## src/rtl/texture_memory_load_writer_defines.svh

```systemverilog
// assertion macros for the texture memory load writer
// no dependencies; assertions drop out when SYNTH is defined
`ifndef TEXTURE_MEMORY_LOAD_WRITER_DEFINES_SVH
`define TEXTURE_MEMORY_LOAD_WRITER_DEFINES_SVH
`ifndef SYNTH
`define TMLW_ASSERT(lbl, cond) \
  lbl: assert property (@(posedge clk_i) disable iff (!rst_ni) (cond)) \
    else $error("tmlw assertion failed");
`define TMLW_ASSERT_IMP(lbl, ante, cons) \
  lbl: assert property (@(posedge clk_i) disable iff (!rst_ni) (ante) |-> (cons)) \
    else $error("tmlw implication failed");
`else
`define TMLW_ASSERT(lbl, cond)
`define TMLW_ASSERT_IMP(lbl, ante, cons)
`endif
`endif

```

## src/rtl/tmlw_pkg.sv

```systemverilog
// shared types and constants for the texture memory load writer
// no dependencies
`default_nettype none
package tmlw_pkg;

  localparam int unsigned ROWS_PER_BANK = 256;
  localparam int unsigned ROW_W         = $clog2(ROWS_PER_BANK);
  localparam int unsigned QDEPTH        = 4;
  localparam int unsigned QPTR_W        = $clog2(QDEPTH);

  typedef enum logic [1:0] {
    LK_TILE  = 2'd0,
    LK_BLOCK = 2'd1,
    LK_TLUT  = 2'd2,
    LK_SPARE = 2'd3
  } load_kind_e;

  typedef enum logic [2:0] {
    LAY_4BPP  = 3'd0,
    LAY_8BPP  = 3'd1,
    LAY_16BPP = 3'd2,
    LAY_32BPP = 3'd3,
    LAY_YUV   = 3'd4,
    LAY_RGBA  = 3'd5,
    LAY_SP6   = 3'd6,
    LAY_SP7   = 3'd7
  } layout_e;

  localparam logic [1:0] SZ_4BPP = 2'd0;

  typedef enum logic [2:0] {
    REG_LOAD_KIND  = 3'd0,
    REG_IMG_SIZE   = 3'd1,
    REG_LAYOUT     = 3'd2,
    REG_ROW_PITCH  = 3'd3,
    REG_BASE_WORD  = 3'd4,
    REG_S_LOW      = 3'd5,
    REG_T_LOW      = 3'd6,
    REG_T_SLOPE    = 3'd7
  } reg_idx_e;

  typedef struct packed {
    load_kind_e  load_kind;
    logic [1:0]  img_size;
    layout_e     layout;
    logic [8:0]  row_pitch;
    logic [8:0]  base_word;
    logic [11:0] s_low;
    logic [11:0] t_low;
    logic [11:0] t_slope;
  } cfg_t;

  typedef struct packed {
    logic [63:0] data;
    logic [10:0] first;
    logic        odd;
    logic        hw1;
    logic        nop;
  } step_t;

  typedef struct packed {
    logic full;
    logic empty;
  } fifo_st_t;

endpackage
`default_nettype wire

```

## src/rtl/tmlw_ram.sv

```systemverilog
// generic single write port ram with registered read
// no dependencies
`default_nettype none
module tmlw_ram #(
  parameter int unsigned Width = 16,
  parameter int unsigned Depth = 256
) (
  input  wire logic                     clk_i,
  input  wire logic                     we_i,
  input  wire logic [$clog2(Depth)-1:0] waddr_i,
  input  wire logic [Width-1:0]         wdata_i,
  input  wire logic [$clog2(Depth)-1:0] raddr_i,
  output logic      [Width-1:0]         rdata_o
);
  logic [Width-1:0] mem_q [Depth];

  always_ff @(posedge clk_i) begin
    if (we_i) begin
      mem_q[waddr_i] <= wdata_i;
    end
    rdata_o <= mem_q[raddr_i];
  end
endmodule
`default_nettype wire

```

## src/rtl/tmlw_front.sv

```systemverilog
// front pipeline: s/t coordinates, row address and first halfword per step
// depends on tmlw_pkg
`default_nettype none
module tmlw_front (
  input  wire logic              clk_i,
  input  wire logic              rst_ni,
  input  wire tmlw_pkg::cfg_t    cfg_i,
  input  wire logic              clearing_i,
  input  wire logic              in_valid_i,
  output logic                   in_ready_o,
  input  wire logic [63:0]       data_word_i,
  input  wire logic [9:0]        line_offset_i,
  input  wire logic [11:0]       step_index_i,
  input  wire logic              source_odd_i,
  input  wire tmlw_pkg::fifo_st_t fifo_st_i,
  output logic                   push_o,
  output tmlw_pkg::step_t        push_data_o
);
  logic block, tlut, coarse, en;
  logic [1:0] hshift;

  logic               v1_q, v2_q;
  logic signed [17:0] s1_q;
  logic [23:0]        tmul_q;
  logic [9:0]         line_q;
  logic [63:0]        data1_q, data2_q;
  logic               src1_q, src2_q;
  logic [10:0]        hw_q;
  logic [8:0]         t9_q;
  logic               odd_q;

  logic [3:0]         sh;
  logic [19:0]        sprod;
  logic [15:0]        ssum;
  logic signed [17:0] s_diff, s_c;
  logic [15:0]        t_line, tsum;
  logic signed [17:0] t_diff, t_c, s_h;
  logic [17:0]        rprod;
  logic [9:0]         row;
  logic [11:0]        fsum;

  assign block  = cfg_i.load_kind == tmlw_pkg::LK_BLOCK;
  assign tlut   = cfg_i.load_kind == tmlw_pkg::LK_TLUT;
  assign coarse = block || tlut;
  assign hshift = (cfg_i.layout == tmlw_pkg::LAY_8BPP || cfg_i.layout == tmlw_pkg::LAY_YUV) ?
                  2'd1 : ((cfg_i.layout == tmlw_pkg::LAY_4BPP) ? 2'd2 : 2'd0);

  assign en         = !(v2_q && fifo_st_i.full);
  assign in_ready_o = en && !clearing_i;

  // stage 1: s coordinate and t slope product
  always_comb begin
    sh     = block ? (4'd7 - {2'b00, cfg_i.img_size}) : (4'd9 - {2'b00, cfg_i.img_size});
    sprod  = {8'b0, step_index_i} << sh;
    ssum   = {1'b0, cfg_i.s_low, 3'b000} + sprod[15:0];
    s_diff = $signed({{2{ssum[15]}}, ssum}) - $signed({3'b000, cfg_i.s_low, 3'b000});
    s_c    = coarse ? (s_diff >>> 3) : (s_diff >>> 5);
  end

  // stage 2: t coordinate and halfword offset
  always_comb begin
    t_line = {1'b0, cfg_i.t_low, 3'b000} + {1'b0, line_q, 5'b00000};
    tsum   = t_line + tmul_q[23:8];
    t_diff = $signed({{2{tsum[15]}}, tsum}) - $signed({3'b000, cfg_i.t_low, 3'b000});
    t_c    = coarse ? (t_diff >>> 3) : (t_diff >>> 5);
    s_h    = s1_q >>> hshift;
  end

  // stage 3: row and first halfword
  always_comb begin
    rprod = cfg_i.row_pitch * t9_q;
    row   = {1'b0, rprod[8:0]} + {1'b0, cfg_i.base_word};
    fsum  = {row, 2'b00} + {1'b0, hw_q};
    push_o = v2_q && !fifo_st_i.full;
    push_data_o.first = {fsum[10:2], 1'b0, fsum[0]};
    push_data_o.odd   = odd_q;
    push_data_o.hw1   = hw_q[1];
    push_data_o.nop   = cfg_i.img_size == tmlw_pkg::SZ_4BPP;
    push_data_o.data  = (tlut && !src2_q) ? {4{data2_q[63:48]}} : data2_q;
  end

  always_ff @(posedge clk_i or negedge rst_ni) begin
    if (!rst_ni) begin
      v1_q <= 1'b0;
      v2_q <= 1'b0;
    end else if (en) begin
      v1_q <= in_valid_i && in_ready_o;
      v2_q <= v1_q;
    end
  end

  always_ff @(posedge clk_i) begin
    if (en) begin
      s1_q    <= s_c;
      tmul_q  <= block ? (step_index_i * cfg_i.t_slope) : 24'd0;
      line_q  <= line_offset_i;
      data1_q <= data_word_i;
      src1_q  <= source_odd_i;
      hw_q    <= s_h[10:0];
      t9_q    <= t_c[8:0];
      odd_q   <= t_c[0];
      data2_q <= data1_q;
      src2_q  <= src1_q;
    end
  end
endmodule
`default_nettype wire

```

## src/rtl/tmlw_fifo.sv

```systemverilog
// short queue between the front pipeline and the memory writer
// depends on tmlw_pkg
`default_nettype none
module tmlw_fifo (
  input  wire logic               clk_i,
  input  wire logic               rst_ni,
  input  wire logic               push_i,
  input  wire tmlw_pkg::step_t    push_data_i,
  input  wire logic               pop_i,
  output tmlw_pkg::step_t         head_o,
  output tmlw_pkg::fifo_st_t      st_o
);
  tmlw_pkg::step_t               mem_q [tmlw_pkg::QDEPTH];
  logic [tmlw_pkg::QPTR_W-1:0]   wptr_q, rptr_q;
  logic [tmlw_pkg::QPTR_W:0]     cnt_q;

  assign st_o.full  = cnt_q == (tmlw_pkg::QPTR_W+1)'(tmlw_pkg::QDEPTH);
  assign st_o.empty = cnt_q == '0;
  assign head_o     = mem_q[rptr_q];

  always_ff @(posedge clk_i or negedge rst_ni) begin
    if (!rst_ni) begin
      wptr_q <= '0;
      rptr_q <= '0;
      cnt_q  <= '0;
    end else begin
      if (push_i) wptr_q <= wptr_q + 1'b1;
      if (pop_i)  rptr_q <= rptr_q + 1'b1;
      cnt_q <= cnt_q + {{tmlw_pkg::QPTR_W{1'b0}}, push_i} - {{tmlw_pkg::QPTR_W{1'b0}}, pop_i};
    end
  end

  always_ff @(posedge clk_i) begin
    if (push_i) begin
      mem_q[wptr_q] <= push_data_i;
    end
  end
endmodule
`default_nettype wire

```

## src/rtl/tmlw_back.sv

```systemverilog
// back end: bank-swizzled halfword writes into eight bank rams, result register
// depends on tmlw_pkg and tmlw_ram
`default_nettype none
module tmlw_back (
  input  wire logic               clk_i,
  input  wire logic               rst_ni,
  input  wire tmlw_pkg::cfg_t     cfg_i,
  input  wire tmlw_pkg::fifo_st_t fifo_st_i,
  input  wire tmlw_pkg::step_t    head_i,
  output logic                    pop_o,
  output logic                    clearing_o,
  output logic                    out_valid_o,
  input  wire logic               out_ready_i,
  output logic                    upper_half_o,
  output logic [10:0]             first_halfword_o
);
  localparam int unsigned RW = tmlw_pkg::ROW_W;

  logic          clearing_q;
  logic [RW-1:0] clr_q;

  logic          yuv, rgba, split, whole, wr;
  logic [1:0]    swap, p, bx;
  logic [10:0]   a;
  logic [RW-1:0] brow [4];
  logic [63:0]   wd;
  logic [31:0]   lo, hi;

  logic          ram_we [8];
  logic [RW-1:0] ram_a  [8];
  logic [15:0]   ram_d  [8];

  assign clearing_o = clearing_q;
  assign pop_o      = !fifo_st_i.empty && !clearing_q && (!out_valid_o || out_ready_i);

  always_comb begin
    yuv   = cfg_i.layout == tmlw_pkg::LAY_YUV;
    rgba  = cfg_i.layout == tmlw_pkg::LAY_RGBA;
    split = yuv || rgba;
    whole = !head_i.first[0] && !split;
    wr    = pop_o && !head_i.nop;
    swap  = {head_i.odd, 1'b0};
    bx    = 2'd0;
    wd    = head_i.odd ? head_i.data : {head_i.data[31:0], head_i.data[63:32]};
    p     = (head_i.hw1 ^ head_i.odd) ? 2'd2 : 2'd0;
    if (yuv) begin
      lo = {head_i.data[63:56], head_i.data[47:40], head_i.data[31:24], head_i.data[15:8]};
      hi = {head_i.data[55:48], head_i.data[39:32], head_i.data[23:16], head_i.data[7:0]};
    end else begin
      lo = {head_i.data[63:48], head_i.data[31:16]};
      hi = {head_i.data[47:32], head_i.data[15:0]};
    end
    for (int i = 0; i < 4; i++) begin
      brow[i] = '0;
    end
    for (int i = 0; i < 4; i++) begin
      a = (head_i.first + 11'(i)) ^ {9'b0, swap};
      brow[a[1:0]] = a[9:2];
    end
    for (int k = 0; k < 8; k++) begin
      ram_we[k] = clearing_q;
      ram_a[k]  = clr_q;
      ram_d[k]  = '0;
    end
    if (wr) begin
      if (whole) begin
        for (int b = 0; b < 4; b++) begin
          ram_we[{head_i.first[10], 2'(b)}] = 1'b1;
          ram_a[{head_i.first[10], 2'(b)}]  = head_i.first[9:2];
          ram_d[{head_i.first[10], 2'(b)}]  = wd[16*b +: 16];
        end
      end else if (split) begin
        ram_we[{1'b0, p ^ 2'd1}] = 1'b1;
        ram_a[{1'b0, p ^ 2'd1}]  = brow[p];
        ram_d[{1'b0, p ^ 2'd1}]  = lo[31:16];
        ram_we[{1'b1, p ^ 2'd1}] = 1'b1;
        ram_a[{1'b1, p ^ 2'd1}]  = brow[p];
        ram_d[{1'b1, p ^ 2'd1}]  = hi[31:16];
        ram_we[{1'b0, p}]        = 1'b1;
        ram_a[{1'b0, p}]         = brow[p + 2'd1];
        ram_d[{1'b0, p}]         = lo[15:0];
        ram_we[{1'b1, p}]        = 1'b1;
        ram_a[{1'b1, p}]         = brow[p + 2'd1];
        ram_d[{1'b1, p}]         = hi[15:0];
      end else begin
        for (int b = 0; b < 4; b++) begin
          bx = 2'(b) ^ swap;
          ram_we[{head_i.first[10], 2'(b) ^ 2'd1}] = 1'b1;
          ram_a[{head_i.first[10], 2'(b) ^ 2'd1}]  = brow[b];
          ram_d[{head_i.first[10], 2'(b) ^ 2'd1}]  = head_i.data[16*(3 - bx) +: 16];
        end
      end
    end
  end

  for (genvar k = 0; k < 8; k++) begin : g_bank
    tmlw_ram #(
      .Width(16),
      .Depth(tmlw_pkg::ROWS_PER_BANK)
    ) u_ram (
      .clk_i  (clk_i),
      .we_i   (ram_we[k]),
      .waddr_i(ram_a[k]),
      .wdata_i(ram_d[k]),
      .raddr_i(ram_a[k]),
      .rdata_o()
    );
  end

  always_ff @(posedge clk_i or negedge rst_ni) begin
    if (!rst_ni) begin
      clearing_q  <= 1'b1;
      clr_q       <= '0;
      out_valid_o <= 1'b0;
    end else begin
      if (clearing_q) begin
        clr_q <= clr_q + 1'b1;
        if (clr_q == {RW{1'b1}}) clearing_q <= 1'b0;
      end
      if (pop_o) begin
        out_valid_o <= 1'b1;
      end else if (out_ready_i) begin
        out_valid_o <= 1'b0;
      end
    end
  end

  always_ff @(posedge clk_i) begin
    if (pop_o) begin
      upper_half_o     <= !head_i.nop && (split || head_i.first[10]);
      first_halfword_o <= head_i.nop ? 11'd0 : head_i.first;
    end
  end
endmodule
`default_nettype wire

```

## src/rtl/texture_memory_load_writer.sv

```systemverilog
// throughput: one step per cycle while the queue has room, the output is free
// and no clearing pass runs; two-register front pipeline, 4-entry queue, result
// register; the back end writes four of the eight bank rams per step unless a nop
// reset: registers take their reset values, then a clearing pass over all 256 rows
// of each bank zeroes the texture memory while no input transaction is taken
`default_nettype none
`include "texture_memory_load_writer_defines.svh"
module texture_memory_load_writer (
  input  wire logic        clk_i,
  input  wire logic        rst_ni,
  input  wire logic        cfg_we_i,
  input  wire logic [2:0]  cfg_idx_i,
  input  wire logic [11:0] cfg_data_i,
  input  wire logic        in_valid_i,
  output logic             in_ready_o,
  input  wire logic [63:0] data_word_i,
  input  wire logic [9:0]  line_offset_i,
  input  wire logic [11:0] step_index_i,
  input  wire logic        source_odd_i,
  output logic             out_valid_o,
  input  wire logic        out_ready_i,
  output logic             upper_half_o,
  output logic [10:0]      first_halfword_o
);
  tmlw_pkg::cfg_t     cfg_q;
  tmlw_pkg::fifo_st_t fifo_st;
  tmlw_pkg::step_t    push_data, head;
  logic               push, pop, clearing;

  always_ff @(posedge clk_i or negedge rst_ni) begin
    if (!rst_ni) begin
      cfg_q.load_kind  <= tmlw_pkg::LK_TILE;
      cfg_q.img_size   <= 2'd2;
      cfg_q.layout     <= tmlw_pkg::LAY_16BPP;
      cfg_q.row_pitch  <= '0;
      cfg_q.base_word  <= '0;
      cfg_q.s_low      <= '0;
      cfg_q.t_low      <= '0;
      cfg_q.t_slope    <= '0;
    end else if (cfg_we_i) begin
      unique case (tmlw_pkg::reg_idx_e'(cfg_idx_i))
        tmlw_pkg::REG_LOAD_KIND:  cfg_q.load_kind  <= tmlw_pkg::load_kind_e'(cfg_data_i[1:0]);
        tmlw_pkg::REG_IMG_SIZE:   cfg_q.img_size   <= cfg_data_i[1:0];
        tmlw_pkg::REG_LAYOUT:     cfg_q.layout     <= tmlw_pkg::layout_e'(cfg_data_i[2:0]);
        tmlw_pkg::REG_ROW_PITCH:  cfg_q.row_pitch  <= cfg_data_i[8:0];
        tmlw_pkg::REG_BASE_WORD:  cfg_q.base_word  <= cfg_data_i[8:0];
        tmlw_pkg::REG_S_LOW:      cfg_q.s_low      <= cfg_data_i;
        tmlw_pkg::REG_T_LOW:      cfg_q.t_low      <= cfg_data_i;
        tmlw_pkg::REG_T_SLOPE:    cfg_q.t_slope    <= cfg_data_i;
        default: ;
      endcase
    end
  end

  tmlw_front u_front (
    .clk_i        (clk_i),
    .rst_ni       (rst_ni),
    .cfg_i        (cfg_q),
    .clearing_i   (clearing),
    .in_valid_i   (in_valid_i),
    .in_ready_o   (in_ready_o),
    .data_word_i  (data_word_i),
    .line_offset_i(line_offset_i),
    .step_index_i (step_index_i),
    .source_odd_i (source_odd_i),
    .fifo_st_i    (fifo_st),
    .push_o       (push),
    .push_data_o  (push_data)
  );

  tmlw_fifo u_fifo (
    .clk_i      (clk_i),
    .rst_ni     (rst_ni),
    .push_i     (push),
    .push_data_i(push_data),
    .pop_i      (pop),
    .head_o     (head),
    .st_o       (fifo_st)
  );

  tmlw_back u_back (
    .clk_i           (clk_i),
    .rst_ni          (rst_ni),
    .cfg_i           (cfg_q),
    .fifo_st_i       (fifo_st),
    .head_i          (head),
    .pop_o           (pop),
    .clearing_o      (clearing),
    .out_valid_o     (out_valid_o),
    .out_ready_i     (out_ready_i),
    .upper_half_o    (upper_half_o),
    .first_halfword_o(first_halfword_o)
  );

  `TMLW_ASSERT_IMP(a_no_accept_clearing, clearing, !in_ready_o)
  `TMLW_ASSERT_IMP(a_no_result_clearing, clearing, !out_valid_o)
  `TMLW_ASSERT(a_fifo_status, !(fifo_st.full && fifo_st.empty))
  `TMLW_ASSERT_IMP(a_pop_needs_entry, pop, !fifo_st.empty)
endmodule
`default_nettype wire
```

## config.mk

```make
export PLATFORM = sky130hd
export DESIGN_NAME = texture_memory_load_writer
export DESIGN_NICKNAME = d
export VERILOG_FILES = /design/src/rtl/tmlw_pkg.sv /design/src/rtl/tmlw_ram.sv /design/src/rtl/tmlw_front.sv /design/src/rtl/tmlw_fifo.sv /design/src/rtl/tmlw_back.sv /design/src/rtl/texture_memory_load_writer.sv
export VERILOG_INCLUDE_DIRS = /design/src /design/src/rtl
export SDC_FILE = /design/constraint.sdc
export NUM_CORES = 1
export LEC_CHECK = 0
export BUFFER_PORTS_ARGS = -buffer_cell sky130_fd_sc_hd__buf_4
export CORE_MARGIN = 5
export CORE_UTILIZATION = 45
export CTS_BUF_LIST = sky130_fd_sc_hd__clkbuf_16
export DETAILED_ROUTE_END_ITERATION = 10
export SLEW_MARGIN = 20
export SYNTH_ARGS = -nofsm -noshare
export SYNTH_HDL_FRONTEND = slang
export SYNTH_SLANG_ARGS = --single-unit
```

## constraint.sdc

```tcl
create_clock -name clk_i -period 6.9 [get_ports clk_i]
set_input_delay 0.345 -clock clk_i [delete_from_list [all_inputs] [get_ports clk_i]]
set_output_delay 0.345 -clock clk_i [all_outputs]
set_load 0.05 [all_outputs]
```

## Word-level counts from Yosys, hierarchy flattened

Memory sizes are Yosys's and may differ from the RTL's.
Cells that the tools add are included.

- $add $sub $neg: 14
- Mux-type cells: 12
- Shift operators: 2
- Equal/unequal tests: 14
- Reductions and logical operators: 33
- $mul: 2

Operator list:

| cell | count |
|---|---|
| 48-bit 2-to-1 mux | 1 |
| 14-bit adder | 2 |
| 12-bit by 12-bit multiplier with 22-bit output | 1 |
| 3-bit equality test, second input constant | 7 |
| 16-bit by 16-bit subtractor with 17-bit output | 1 |
| 15-bit by 16-bit adder with 16-bit output | 1 |
| 2-bit AND reduction | 8 |
| 12-bit by 4-bit left shift with 16-bit output | 1 |
| 14-bit by 2-bit >>> shifter with 11-bit output | 1 |
| 14-bit subtractor | 1 |
| 13-bit 2-to-1 mux | 1 |
| 11-bit adder | 1 |
| 9-bit adder | 1 |
| 3-bit logical NOT | 3 |
| 9-bit by 9-bit multiplier with 9-bit output | 1 |
| 9-bit 2-to-1 mux | 1 |
| 8-bit by 1-bit adder with 8-bit output, second input constant | 1 |
| 8-bit equality test, second input constant | 1 |
| 1-bit logical AND | 8 |
| 1-bit logical NOT | 7 |
| 3-bit by 1-bit equality test with 1-bit output, second input constant | 2 |
| 3-bit by 2-bit equality test with 1-bit output, second input constant | 2 |
| 1-bit 2-to-1 mux | 6 |
| 1-bit logical OR | 5 |
| other kinds (11) | 13 |

- Flip-flop bits (word level): 287
- RAM bits: 308
- Output and inout port bits: 14
- Memories kept: 1

Memories:

| name | depth | width | rd ports | clocked after memory_dff | wr ports | line | RTL |
|---|---|---|---|---|---|---|---|
| u_fifo.mem_q | 4 | 77 | 1 | 0 | 1 | tmlw_fifo.sv:13 | `tmlw_pkg::step_t mem_q [tmlw_pkg::QDEPTH];` |

## Longest topological paths before layout

Gate-level depths: netlist of run 1.

- Depth after elaboration: 6
- Mapped depth: 27
- Gate-level depth less buffers: 24

## Cells and area by module

Synthesis of run 1 repeated with hierarchy kept, for this count alone.

- Cell total of the unflattened synthesis: 2089
- Area, all modules: 30060.1 sq um

By module, submodules not included:

| module | sequential area each (sq um) | cells an instance | times used | area each (sq um) |
|---|---|---|---|---|
| tmlw_front | 5605.4 | 1452 | 1 | 15108.2 |
| tmlw_fifo | 9544.2 | 442 | 1 | 11730.0 |
| texture_memory_load_writer | 1529.0 | 134 | 1 | 2334.7 |
| tmlw_back | 611.8 | 61 | 1 | 887.1 |

## Worst setup path before layout of run 1

No wires, ideal clock.

- Path kind: register to register
- From: register cfg_q[60] in the netlist's numbering
- To: register u_front.s1_q[11] (data pin)
- Path slack: 1.535 ns
- Stages on the path, launching flop included: 27
- Arrival: 5.106 ns
- Path buffers: 3
- Library setup time: 0.260 ns
- Cell sequence: dfrtp_1 inv_1 ha_1 inv_1 clkbuf_1 ha_1 buf_2 buf_1 mux2i_1 a21oi_1 a21oi_1 or2_2 inv_1 ha_1 a21o_1 a21o_1 a211oi_1 o21bai_1 a21oi_1 xnor2_1 ha_1 o21ai_0 a311oi_1 nor2_1 o21ai_0 a21oi_1 mux2_2

- Word-level cells in the longest chain between the ends: 6
- Elaborated cells between the ends (all ways): 8

RTL lines:

| item | line | RTL |
|---|---|---|
| start: declaration | texture_memory_load_writer.sv:25 | `tmlw_pkg::cfg_t cfg_q;` |
| 2-bit by 1-bit equality test with 1-bit output | tmlw_front.sv:42 | `assign block = cfg_i.load_kind == tmlw_pkg::LK_BLOCK;` |
| 4-bit 2-to-1 mux | tmlw_front.sv:53 | `sh = block ? (4'd7 - {2'b00, cfg_i.img_size}) : (4'd9 - {2'b00, cfg_i.img_size});` |
| 12-bit by 4-bit left shift with 16-bit output | tmlw_front.sv:54 | `sprod = {8'b0, step_index_i} << sh;` |
| 15-bit by 16-bit adder with 16-bit output | tmlw_front.sv:55 | `ssum = {1'b0, cfg_i.s_low, 3'b000} + sprod[15:0];` |
| 16-bit by 16-bit subtractor with 17-bit output | tmlw_front.sv:56 | `s_diff = $signed({{2{ssum[15]}}, ssum}) - $signed({3'b000, cfg_i.s_low, 3'b000});` |
| 13-bit 2-to-1 mux * | tmlw_front.sv:57 | `s_c = coarse ? (s_diff >>> 3) : (s_diff >>> 5);` |
| via u_front.s_c[11] | tmlw_front.sv:35 | `logic signed [17:0] s_diff, s_c;` |
| end signal: assignment | tmlw_front.sv:94 | `s1_q <= s_c;` |
| end: declaration | tmlw_front.sv:23 | `logic signed [17:0] s1_q;` |

Mark *: on every way through the listed nets, which the timed path passes. The rest lies on a longest branch.
A chain may end at the register's enable or synchronous reset.

## Final worst setup path of run 1

- From: register cfg_q[60] in the netlist's numbering
- To: register u_front.s1_q[9] (data pin)

Same word-level chain as after synthesis.

==> flow_summary.yaml, run 1 <==
cts:
  cts_setup_buffers: 0
  cts-root-buf: "clkbuf_16"
  ctsResizeCount: 0
  clk_path_buf_depth: 2
  clk_latency_ns: 0.45
  cts_tree: "built"
  cts_hold_buf: 0
  cts_buffers: 17
  cts_sinks: 177
  worst_setup_hold_path_clk_slew_ns: 0.08
  htreeDepth: 4
final_layout:
  final_area_sq_um: 16700
  area_growth_syn_to_layout_pct: 9.35
  final_util_pct: 49.8
  drive_above_1_share_pct: 11.9
  n_antenna_cell: 0
  fillers: 3041
  fin_nets: 1845
synth:
  syn_area_sq_um: 15200
  syn_area_per_cell_sq_um: 10.5
  ys_top_cells_by_area: "edfxtp_1 (21%), fa_1 (17%), dfrtp_1 (11%)"
  synth_common_cells: "inv_1 (208), nand2_1 (173), fa_1 (133), ha_1 (127), edfxtp_1 (109)"
  yosysSeqAreaShare_pct: 32.7
  syn-instance-count: 1451
  ys_types: 58
  yosysWarningCount: 0
  synth_edf_count: 109
  synth-async-reset-ratio_pct: 38.4
  synth_top_area_share_pct: 21.5
  synth_seq_cells: 177
  yosys.area.top_type: "edfxtp_1"
  yosysMostFrequentCell: "inv_1"
  ys.flop_type: "edfxtp_1"
  synth.net_count: 1818
worst_setup_path:
  crit_arrival_ns: 6.27
  path_max_fanout: 20
  endpoint_kind: "flop"
  path_class: "flop to flop"
  cpMaxStageDelayCell: "ha_1"
  cp_cell_sequence: "inv_1 -> ha_1 -> inv_1 -> ha_1 -> mux2_2 -> o21ai_0 -> nor3b_1 -> ha_1 -> inv_1 -> fa_1 -> nor2b_1 -> o31a_1 -> o21ai_0 -> nand2b_1 -> xor2_1 -> ha_1 -> o21a_1 -> o21ai_0 -> a311oi_1 -> nor2_1 -> o21ai_0 -> a21oi_1 -> mux2_2"
  crit_family: "adder cells"
  crit_start: "cfg_q[60]$_DFFE_PN0P_"
  slowest_delay_ns: 0.74
  cp.required_ns: 7.09
  start_kind: "flop"
  r2r_start: "cfg_q[60]$_DFFE_PN0P_"
  cp_num_buf_inv: 3
die:
  core_sq_um: 33400
  ios: 121
  dieArea_sq_um: 37600
  rows: 67
  initial_core_util_pct: 45.6
  die_h_um: 194
  fp.dieW_um: 194
sta:
  fin_setup_tns_ns: 0
  fin_crit_ns: 6.08
  period_share_pct: 88.2
  maxSlewHeadroom_pct: 40.7
  slew_violations: 0
  setup_viol: 0
  fmax_mhz: 164
  holdWs_ns: 0.0111
  skew_ns: 0.0179
  worstMarginPinSlew_ns: 0.890
  rsz0062_at_grt: "no"
  hold_violations: 0
routing:
  drtIter0Drc: 455
  drt_pass1_iterations: 5
  via_per_inst: 5.20
  drc: 0
  drtAntennaViolNets: 0
  post_drt_wl_per_cell_um: 16.7
  num_vias: 10092
  wl_mm: 32.3
outcome:
  status: "finished, final reports clean"
global_route:
  grt.total_usage_pct: 17.7
  grt_start_max_net_pins: 69
  grt_pass1_wl_mm: 54.0
  overflow: 0
  antenna_found_initial: 0
  grt_pass1_vias: 10550
placement:
  io_buffers: 53
  routabilityCongestion: 0.890
  dpl_cell_area_sq_um: 16000
  dp_hpwl_mm: 24.9
run:
  cap_violations: 0
min_path:
  hp-class: "input pin to async pin"
## cell families after synthesis
kind of cell	Yosys count	share of synthesized area, %
AND/OR/NAND/NOR	394	12.2
buffers and inverters	258	6.40
XOR/XNOR	88	5.11
flip-flops	177	32.7
other	1	0.0246
AO/OA/AOI/OAI	175	7.38
adder cells (fa/ha/maj)	260	27.9
multiplexers	98	8.30
## cells in the final DEF, fill, tap and decap left out, types with 22 or more instances in the layout
cell / count
nor2_1: 61
edfxtp_1: 109
nand2_1: 173
buf_4: 57
a21oi_1: 54
dfrtp_1: 65
xor2_1: 24
o21ai_0: 40
mux2_2: 57
inv_1: 207
ha_1: 127
nor2b_1: 22
mux2i_1: 24
and2_1: 75
xnor2_1: 63
fa_1: 133
## registers in the layout, summed over array words and instances, names as in the netlist
| name | flops |
|---|---|
| cfg_q | 49 |
| u_fifo.mem_q | 44 |
| u_front.s1_q | 13 |
| u_front.tmul_q | 13 |
| u_back.first_halfword_o | 10 |
| u_front.hw_q | 10 |
| u_front.line_q | 9 |
| u_front.t9_q | 9 |
| u_back.clr_q | 8 |
| u_fifo.cnt_q | 3 |
| u_fifo.rptr_q | 2 |
| u_fifo.wptr_q | 2 |
| u_back.clearing_o | 1 |
| u_back.out_valid_o | 1 |
| u_back.upper_half_o | 1 |
| u_front.v1_q | 1 |
| u_front.v2_q | 1 |
## layer usage
metal	vias up	part of all wire (%)	track usage, %
met3	48	3.1	2.88
met5	-	0	0
met2	161	50	30.9
li1	4841	-	-
met4	0	2.5	5.08
met1	5042	45	22.9
## metrics by stage
stage	std cells	worst slack, ns
2_1_floorplan	1451	1.53
3_3_place_gp	1907	0.983
3_5_place_dp	1907	0.912
4_1_cts	1939	0.884
5_1_grt	1939	0.300
6_report	1939	0.817
## area by class of cell
class / count / area (sq um) / area share [%]
clock inverters: 15 / 191 / 1.15
inverters: 209 / 785 / 4.71
well taps: 448 / 561 / 3.36
multi-input cells: 1016 / 9300 / 55.8
flip-flops and latches: 177 / 4980 / 29.9
repair buffers: 57 / 428 / 2.57
clock buffers: 17 / 425 / 2.55
## worst paths after layout
| kind | endpoint | slack, ns | cells after the start |
|---|---|---|---|
| min in group clk_i | u_front.line_q[0]$_DFFE_PN_ | 0.08 | 1 |
| worst max-delay path | u_front.s1_q[9]$_DFFE_PN_ | 0.82 | 23 |
| worst max register to register | u_front.s1_q[9]$_DFFE_PN_ | 0.82 | 23 |
| worst min-delay path | u_back.clr_q[4]$_DFFE_PN0P_ | 0.01 | 1 |
| max in group asynchronous | cfg_q[25]$_DFFE_PN0P_ | 6.29 | 1 |
| worst min register to register | u_back.clr_q[5]$_DFFE_PN0P_ | 0.47 | 1 |
Power of run 1 is not shown: default switching activity piles up to over one toggle a cycle in this logic, so the estimate is an artifact.
==> run 2: changes to the inputs <==
--- a/config.mk
+++ b/config.mk
@@ -6,11 +6,13 @@
 export SDC_FILE = /design/constraint.sdc
 export NUM_CORES = 1
 export LEC_CHECK = 0
-export BUFFER_PORTS_ARGS = -buffer_cell sky130_fd_sc_hd__buf_4
+export ABC_CLOCK_PERIOD_IN_PS = 6900
 export CORE_MARGIN = 5
 export CORE_UTILIZATION = 45
 export CTS_BUF_LIST = sky130_fd_sc_hd__clkbuf_16
 export DETAILED_ROUTE_END_ITERATION = 10
+export DONT_BUFFER_PORTS = 1
+export GPL_ROUTABILITY_DRIVEN = 0
 export SLEW_MARGIN = 20
 export SYNTH_ARGS = -nofsm -noshare
 export SYNTH_HDL_FRONTEND = slang
==> run 2 against run 1 <==
  * Sequential share of layout area grew 0.49 points
  * Count of clock-buffer cells in the layout is the same
  * Global-route usage barely moved
  * Routed wire length fell by 1.1%
  * Via count down 2.3%
  * Utilization is 0.80 points lower
  * Register-to-register slack worse by 0.15 ns
  * Highest routed layer unchanged
  * Worst hold slack better by 0.0031 ns
==> flow_summary.yaml, run 2 (synthesis gave the netlist of run 1 again) <==
outcome:
  status: "finished, final reports clean"
sta:
  hold_violations: 0
  maxSlewHeadroom_pct: 39.8
  setup_viol: 0
  worstMarginPinSlew_ns: 0.900
  holdWs_ns: 0.0141
  skew_ns: 0.0162
  fin_setup_tns_ns: 0
  fmax_mhz: 160
  rsz0062_at_grt: "no"
  slew_violations: 0
  fin_crit_ns: 6.23
  period_share_pct: 90.3
cts:
  clk_path_buf_depth: 2
  worst_setup_hold_path_clk_slew_ns: 0.09
  ctsResizeCount: 0
  htreeDepth: 4
  cts_sinks: 177
  clk_latency_ns: 0.44
  cts_tree: "built"
  cts_buffers: 17
  cts-root-buf: "clkbuf_16"
die:
  core_sq_um: 33400
  rows: 67
  initial_core_util_pct: 45.6
  dieArea_sq_um: 37600
  ios: 121
  die_h_um: 194
  fp.dieW_um: 194
worst_setup_path:
  cp_num_buf_inv: 4
  path_class: "flop to flop"
  path_depth: 24
  reg2reg_slack_ns: 0.67
  slowest_delay_ns: 0.76
  start_kind: "flop"
  crit_family: "adder cells"
  endpoint_kind: "flop"
  reg2reg_depth: 24
  timing.rr.end: "u_front.s1_q[10]$_DFFE_PN_"
  path_max_fanout: 20
  crit_arrival_ns: 6.43
  cpMostUsedCell: "ha_1"
  cpMaxStageDelayCell: "ha_1"
  cp.required_ns: 7.10
  r2r_start: "cfg_q[60]$_DFFE_PN0P_"
  cp_cell_sequence: "inv_1 -> ha_1 -> inv_1 -> buf_4 -> ha_1 -> mux2_2 -> o21ai_0 -> nor3b_1 -> ha_1 -> inv_1 -> fa_1 -> nor2b_1 -> o31a_1 -> o21ai_0 -> nand2b_1 -> xor2_1 -> ha_1 -> nor3_1 -> a21boi_0 -> o21ai_0 -> a21oi_1 -> a21oi_1 -> xor2_1 -> mux2_2"
  crit_start: "cfg_q[60]$_DFFE_PN0P_"
final_layout:
  fin_nets: 1803
  n_antenna_cell: 0
  layout_commonest_cell: "inv_1"
  top_regs: "cfg_q x49, u_fifo.mem_q x44"
  largest_reg_flops: 49
  final_util_pct: 49.0
  drive_above_1_share_pct: 8.70
  final_area_sq_um: 16400
  final_cell_mix: "inv_1 (207), nand2_1 (173), fa_1 (133)"
  area_growth_syn_to_layout_pct: 7.59
  top_register: "cfg_q"
routing:
  via_per_inst: 5.20
  wl_mm: 32.0
  post_drt_wl_per_cell_um: 16.9
  drt_pass1_iterations: 6
  routed.top_layer: "met4"
  drtIter0Drc: 477
  drc: 0
  drtAntennaViolNets: 0
  wl_met1_mm: 14.0
  dr_wl_met2_mm: 16.2
  dr_wl_met3_mm: 1.30
  num_vias: 9860
global_route:
  overflow: 0
  antenna_found_initial: 0
  grt_pass1_vias: 10348
  grt.total_usage_pct: 17.7
  grt_pass1_wl_mm: 54.0
  grt_start_max_net_pins: 69
min_path:
  whs_endpoint: "cfg_q[55]$_DFFE_PN1P_"
  hp-start: "cfg_data_i[1]"
  whs_path_depth: 2
  hp-class: "input pin to flop"
placement:
  dp_hpwl_mm: 24.6
  dpl_cell_area_sq_um: 15600
  io_buffers: 0
run:
  cap_violations: 0
run 2: repair_timing:
item                      4_1_cts  5_1_grt
hold endpoints to repair       77        0
buffers inserted                0        0
hold buffers                   11        0
run 2: worst max-delay path by stage:
stage | to | slack, ns
2_1_floorplan | u_front.s1_q[11]$_DFFE_PN_ | 1.53
3_3_place_gp | u_front.s1_q[11]$_DFFE_PN_ | 0.90
3_5_place_dp | u_front.s1_q[10]$_DFFE_PN_ | 0.78
4_1_cts | u_front.s1_q[10]$_DFFE_PN_ | 0.76
5_1_grt | u_front.s1_q[10]$_DFFE_PN_ | 0.26
6_report | u_front.s1_q[10]$_DFFE_PN_ | 0.67
run 2: per-stage QoR:
step                      cells  worst slack [ns]
after global routing       1897             0.261
after detailed placement   1854             0.777
after CTS                  1897             0.763
final                      1897             0.667
after global placement     1854             0.901
after floorplan            1451              1.53
run 2: per-layer routing:
layer	track usage, %	up-vias
met4	3.39	0
li1	-	4755
met1	22.7	4900
met3	3.35	26
met5	0	-
met2	31.7	179
run 2: cell type report:
type | count | area [sq um]
clock inverter | 15 | 193
clock buffer | 17 | 425
timing repair buffer | 15 | 158
inverter | 209 | 785
fill | 3007 | 17100
tap | 448 | 561
multi-input combinational | 1016 | 9300
sequential | 177 | 4980
run 2: worst register-to-register path: cells and delay by family (launching register included):
family / cells / cell delay (ns)
simple gates: 4 / 0.62
xor+xnor: 2 / 0.30
buf+inv: 4 / 0.44
mux: 2 / 0.70
flops: 1 / 0.36
fa+ha+maj: 5 / 1.83
compound gates: 7 / 1.72
Power of run 2 is left out for the same reason.
==> run 3: changes to the inputs <==
--- a/config.mk
+++ b/config.mk
@@ -7,11 +7,11 @@
 export NUM_CORES = 1
 export LEC_CHECK = 0
 export ABC_CLOCK_PERIOD_IN_PS = 6900
+export BUFFER_PORTS_ARGS = -buffer_cell sky130_fd_sc_hd__buf_4
 export CORE_MARGIN = 5
 export CORE_UTILIZATION = 45
 export CTS_BUF_LIST = sky130_fd_sc_hd__clkbuf_16
 export DETAILED_ROUTE_END_ITERATION = 10
-export DONT_BUFFER_PORTS = 1
 export GPL_ROUTABILITY_DRIVEN = 0
 export SLEW_MARGIN = 20
 export SYNTH_ARGS = -nofsm -noshare
==> constraint.sdc (replaced) <==
create_clock -name clk_i -period 6.9 [get_ports clk_i]
set_input_delay 0.69 -clock clk_i [delete_from_list [all_inputs] [get_ports clk_i]]
set_output_delay 0.69 -clock clk_i [all_outputs]
set_load 0.05 [all_outputs]
==> run 3 against run 2 <==
  * Critical path type unchanged
  * Worst setup slack improved by 0.019 ns
  * Fmax rose by 0.31%
  * Cell area rose by 1.7%
  * Via count rose by 1.6%
==> flow_summary.yaml, run 3 (synthesis gave the netlist of run 1 again) <==
worst_setup_path:
  r2r_start: "cfg_q[60]$_DFFE_PN0P_"
  endpoint_kind: "flop"
  reg2reg_slack_ns: 0.69
  cpMaxStageDelayCell: "ha_1"
  reg2reg_depth: 23
  path_class: "flop to flop"
  cp.required_ns: 7.09
  crit_arrival_ns: 6.40
  path_max_fanout: 20
  slowest_delay_ns: 0.76
  start_kind: "flop"
  timing.rr.end: "u_front.s1_q[11]$_DFFE_PN_"
  cp_cell_sequence: "inv_1 -> ha_1 -> inv_1 -> ha_1 -> mux2_2 -> o21ai_0 -> nor3b_1 -> ha_1 -> inv_1 -> fa_1 -> nor2b_1 -> o31a_1 -> o21ai_0 -> nand2b_1 -> xor2_1 -> ha_1 -> o21a_1 -> o21ai_0 -> a311oi_1 -> nor2_1 -> o21ai_0 -> a21oi_1 -> mux2_2"
final_layout:
  multi_input_area_sq_um: 9300
  n_antenna_cell: 0
  fillers: 3023
  top_register: "cfg_q"
  layout_commonest_cell: "inv_1"
  top_regs: "cfg_q x49, u_fifo.mem_q x44"
  drive_above_1_share_pct: 11.9
  final_cell_mix: "inv_1 (207), nand2_1 (173), fa_1 (133)"
  largest_reg_flops: 49
  register_area_sq_um: 4980
  fin_nets: 1844
  area_growth_syn_to_layout_pct: 9.42
cts:
  cts_setup_buffers: 0
  clk_latency_ns: 0.44
  cts_hold_buf: 0
  clk_path_buf_depth: 2
  cts_buffers: 17
  cts-root-buf: "clkbuf_16"
  worst_setup_hold_path_clk_slew_ns: 0.08
  htreeDepth: 4
  cts_sinks: 177
  cts_tree: "built"
  ctsResizeCount: 0
die:
  core_sq_um: 33400
  rows: 67
  fp.dieW_um: 194
  initial_core_util_pct: 45.6
  die_h_um: 194
  ios: 121
  dieArea_sq_um: 37600
sta:
  fmax_mhz: 161
  worstMarginPinSlew_ns: 0.934
  fin_crit_ns: 6.21
  setup_viol: 0
  hold_violations: 0
  fin_setup_tns_ns: 0
  skew_ns: 0.0118
  slew_violations: 0
  maxSlewHeadroom_pct: 37.8
  period_share_pct: 90.0
  rsz0062_at_grt: "no"
global_route:
  grt_start_max_net_pins: 69
  overflow: 0
  antenna_found_initial: 0
  grt.total_usage_pct: 17.7
  grt_pass1_vias: 10624
  grt_pass1_wl_mm: 54.5
routing:
  wl_mm: 32.2
  drtAntennaViolNets: 0
  drc: 0
  via_per_inst: 5.17
  post_drt_wl_per_cell_um: 16.6
  drtIter0Drc: 452
  drt_pass1_iterations: 5
  num_vias: 10021
placement:
  dp_hpwl_mm: 24.9
  io_buffers: 53
min_path:
  hp-class: "input pin to async pin"
outcome:
  status: "finished, final reports clean"
run:
  cap_violations: 0
## run 3: cell count changes in the layout (fill, tap and decap cells not counted), sizes merged
cell,before,now
buf,5,56
clkinv,6,5
clkinvlp,1,0
dlygate4sd3,10,0
inv,217,219
## run 3: final cells by class
type                       count  area share [%]
multi-input combinational   1016            55.7
sequential                   177            29.9
inverter                     209            4.71
tap                          448            3.36
clock buffer                  17            2.55
timing repair buffer          56            2.52
clock inverter                15            1.25
## run 3: worst max-delay path by stage
stage	end	startpoint	cells past startpoint	slack (ns)
after detailed placement	u_front.s1_q[11]$_DFFE_PN_	cfg_q[60]$_DFFE_PN0P_	23	0.79
after CTS	u_front.s1_q[11]$_DFFE_PN_	cfg_q[60]$_DFFE_PN0P_	23	0.74
after global placement	u_front.s1_q[11]$_DFFE_PN_	cfg_q[60]$_DFFE_PN0P_	23	0.93
after floorplan	u_front.s1_q[11]$_DFFE_PN_	cfg_q[60]$_DFFE_PN0P_	26	1.53
after global routing	u_front.s1_q[11]$_DFFE_PN_	cfg_q[60]$_DFFE_PN0P_	23	0.21
final	u_front.s1_q[11]$_DFFE_PN_	cfg_q[60]$_DFFE_PN0P_	23	0.69
## run 3: metrics by stage
| stage | cell area (sq um) | setup WS [ns] | util, % | instances | hold slack (ns) |
|---|---|---|---|---|---|
| after floorplan | 15200 | 1.53 | - | 1451 | 0.394 |
| after detailed placement | 16000 | 0.794 | 47.9 | 1906 | 0.460 |
| final | 16700 | 0.687 | 49.8 | 1938 | 0.361 |
| after CTS | 16700 | 0.738 | 49.8 | 1938 | 0.397 |
| after global routing | 16700 | 0.211 | 49.8 | 1938 | 0.405 |
| after global placement | 16000 | 0.931 | 47.9 | 1906 | 0.451 |
## run 3: routing by layer
metal / routed length [um] / part of all wire [%] / global-route usage, % / up-vias
met5: 0 / 0 / 0 / -
met4: 406 / 1.3 / 3.33 / 0
met3: 904 / 2.8 / 2.78 / 27
met2: 16400 / 51 / 31.8 / 140
met1: 14500 / 45 / 23.0 / 5013
li1: - / - / - / 4841
## run 3: worst max-delay path: cells and delay by family, from the launching register on
kind                     cells  cell delay [ns]
AO/OA/AOI/OAI                8             1.98
XOR/XNOR                     1             0.15
adder cells (fa/ha/maj)      5             2.01
buffers and inverters        3             0.29
flip-flops                   1             0.36
multiplexers                 2             0.70
AND/OR/NAND/NOR              4             0.45
Power of run 3 is left out for the same reason.
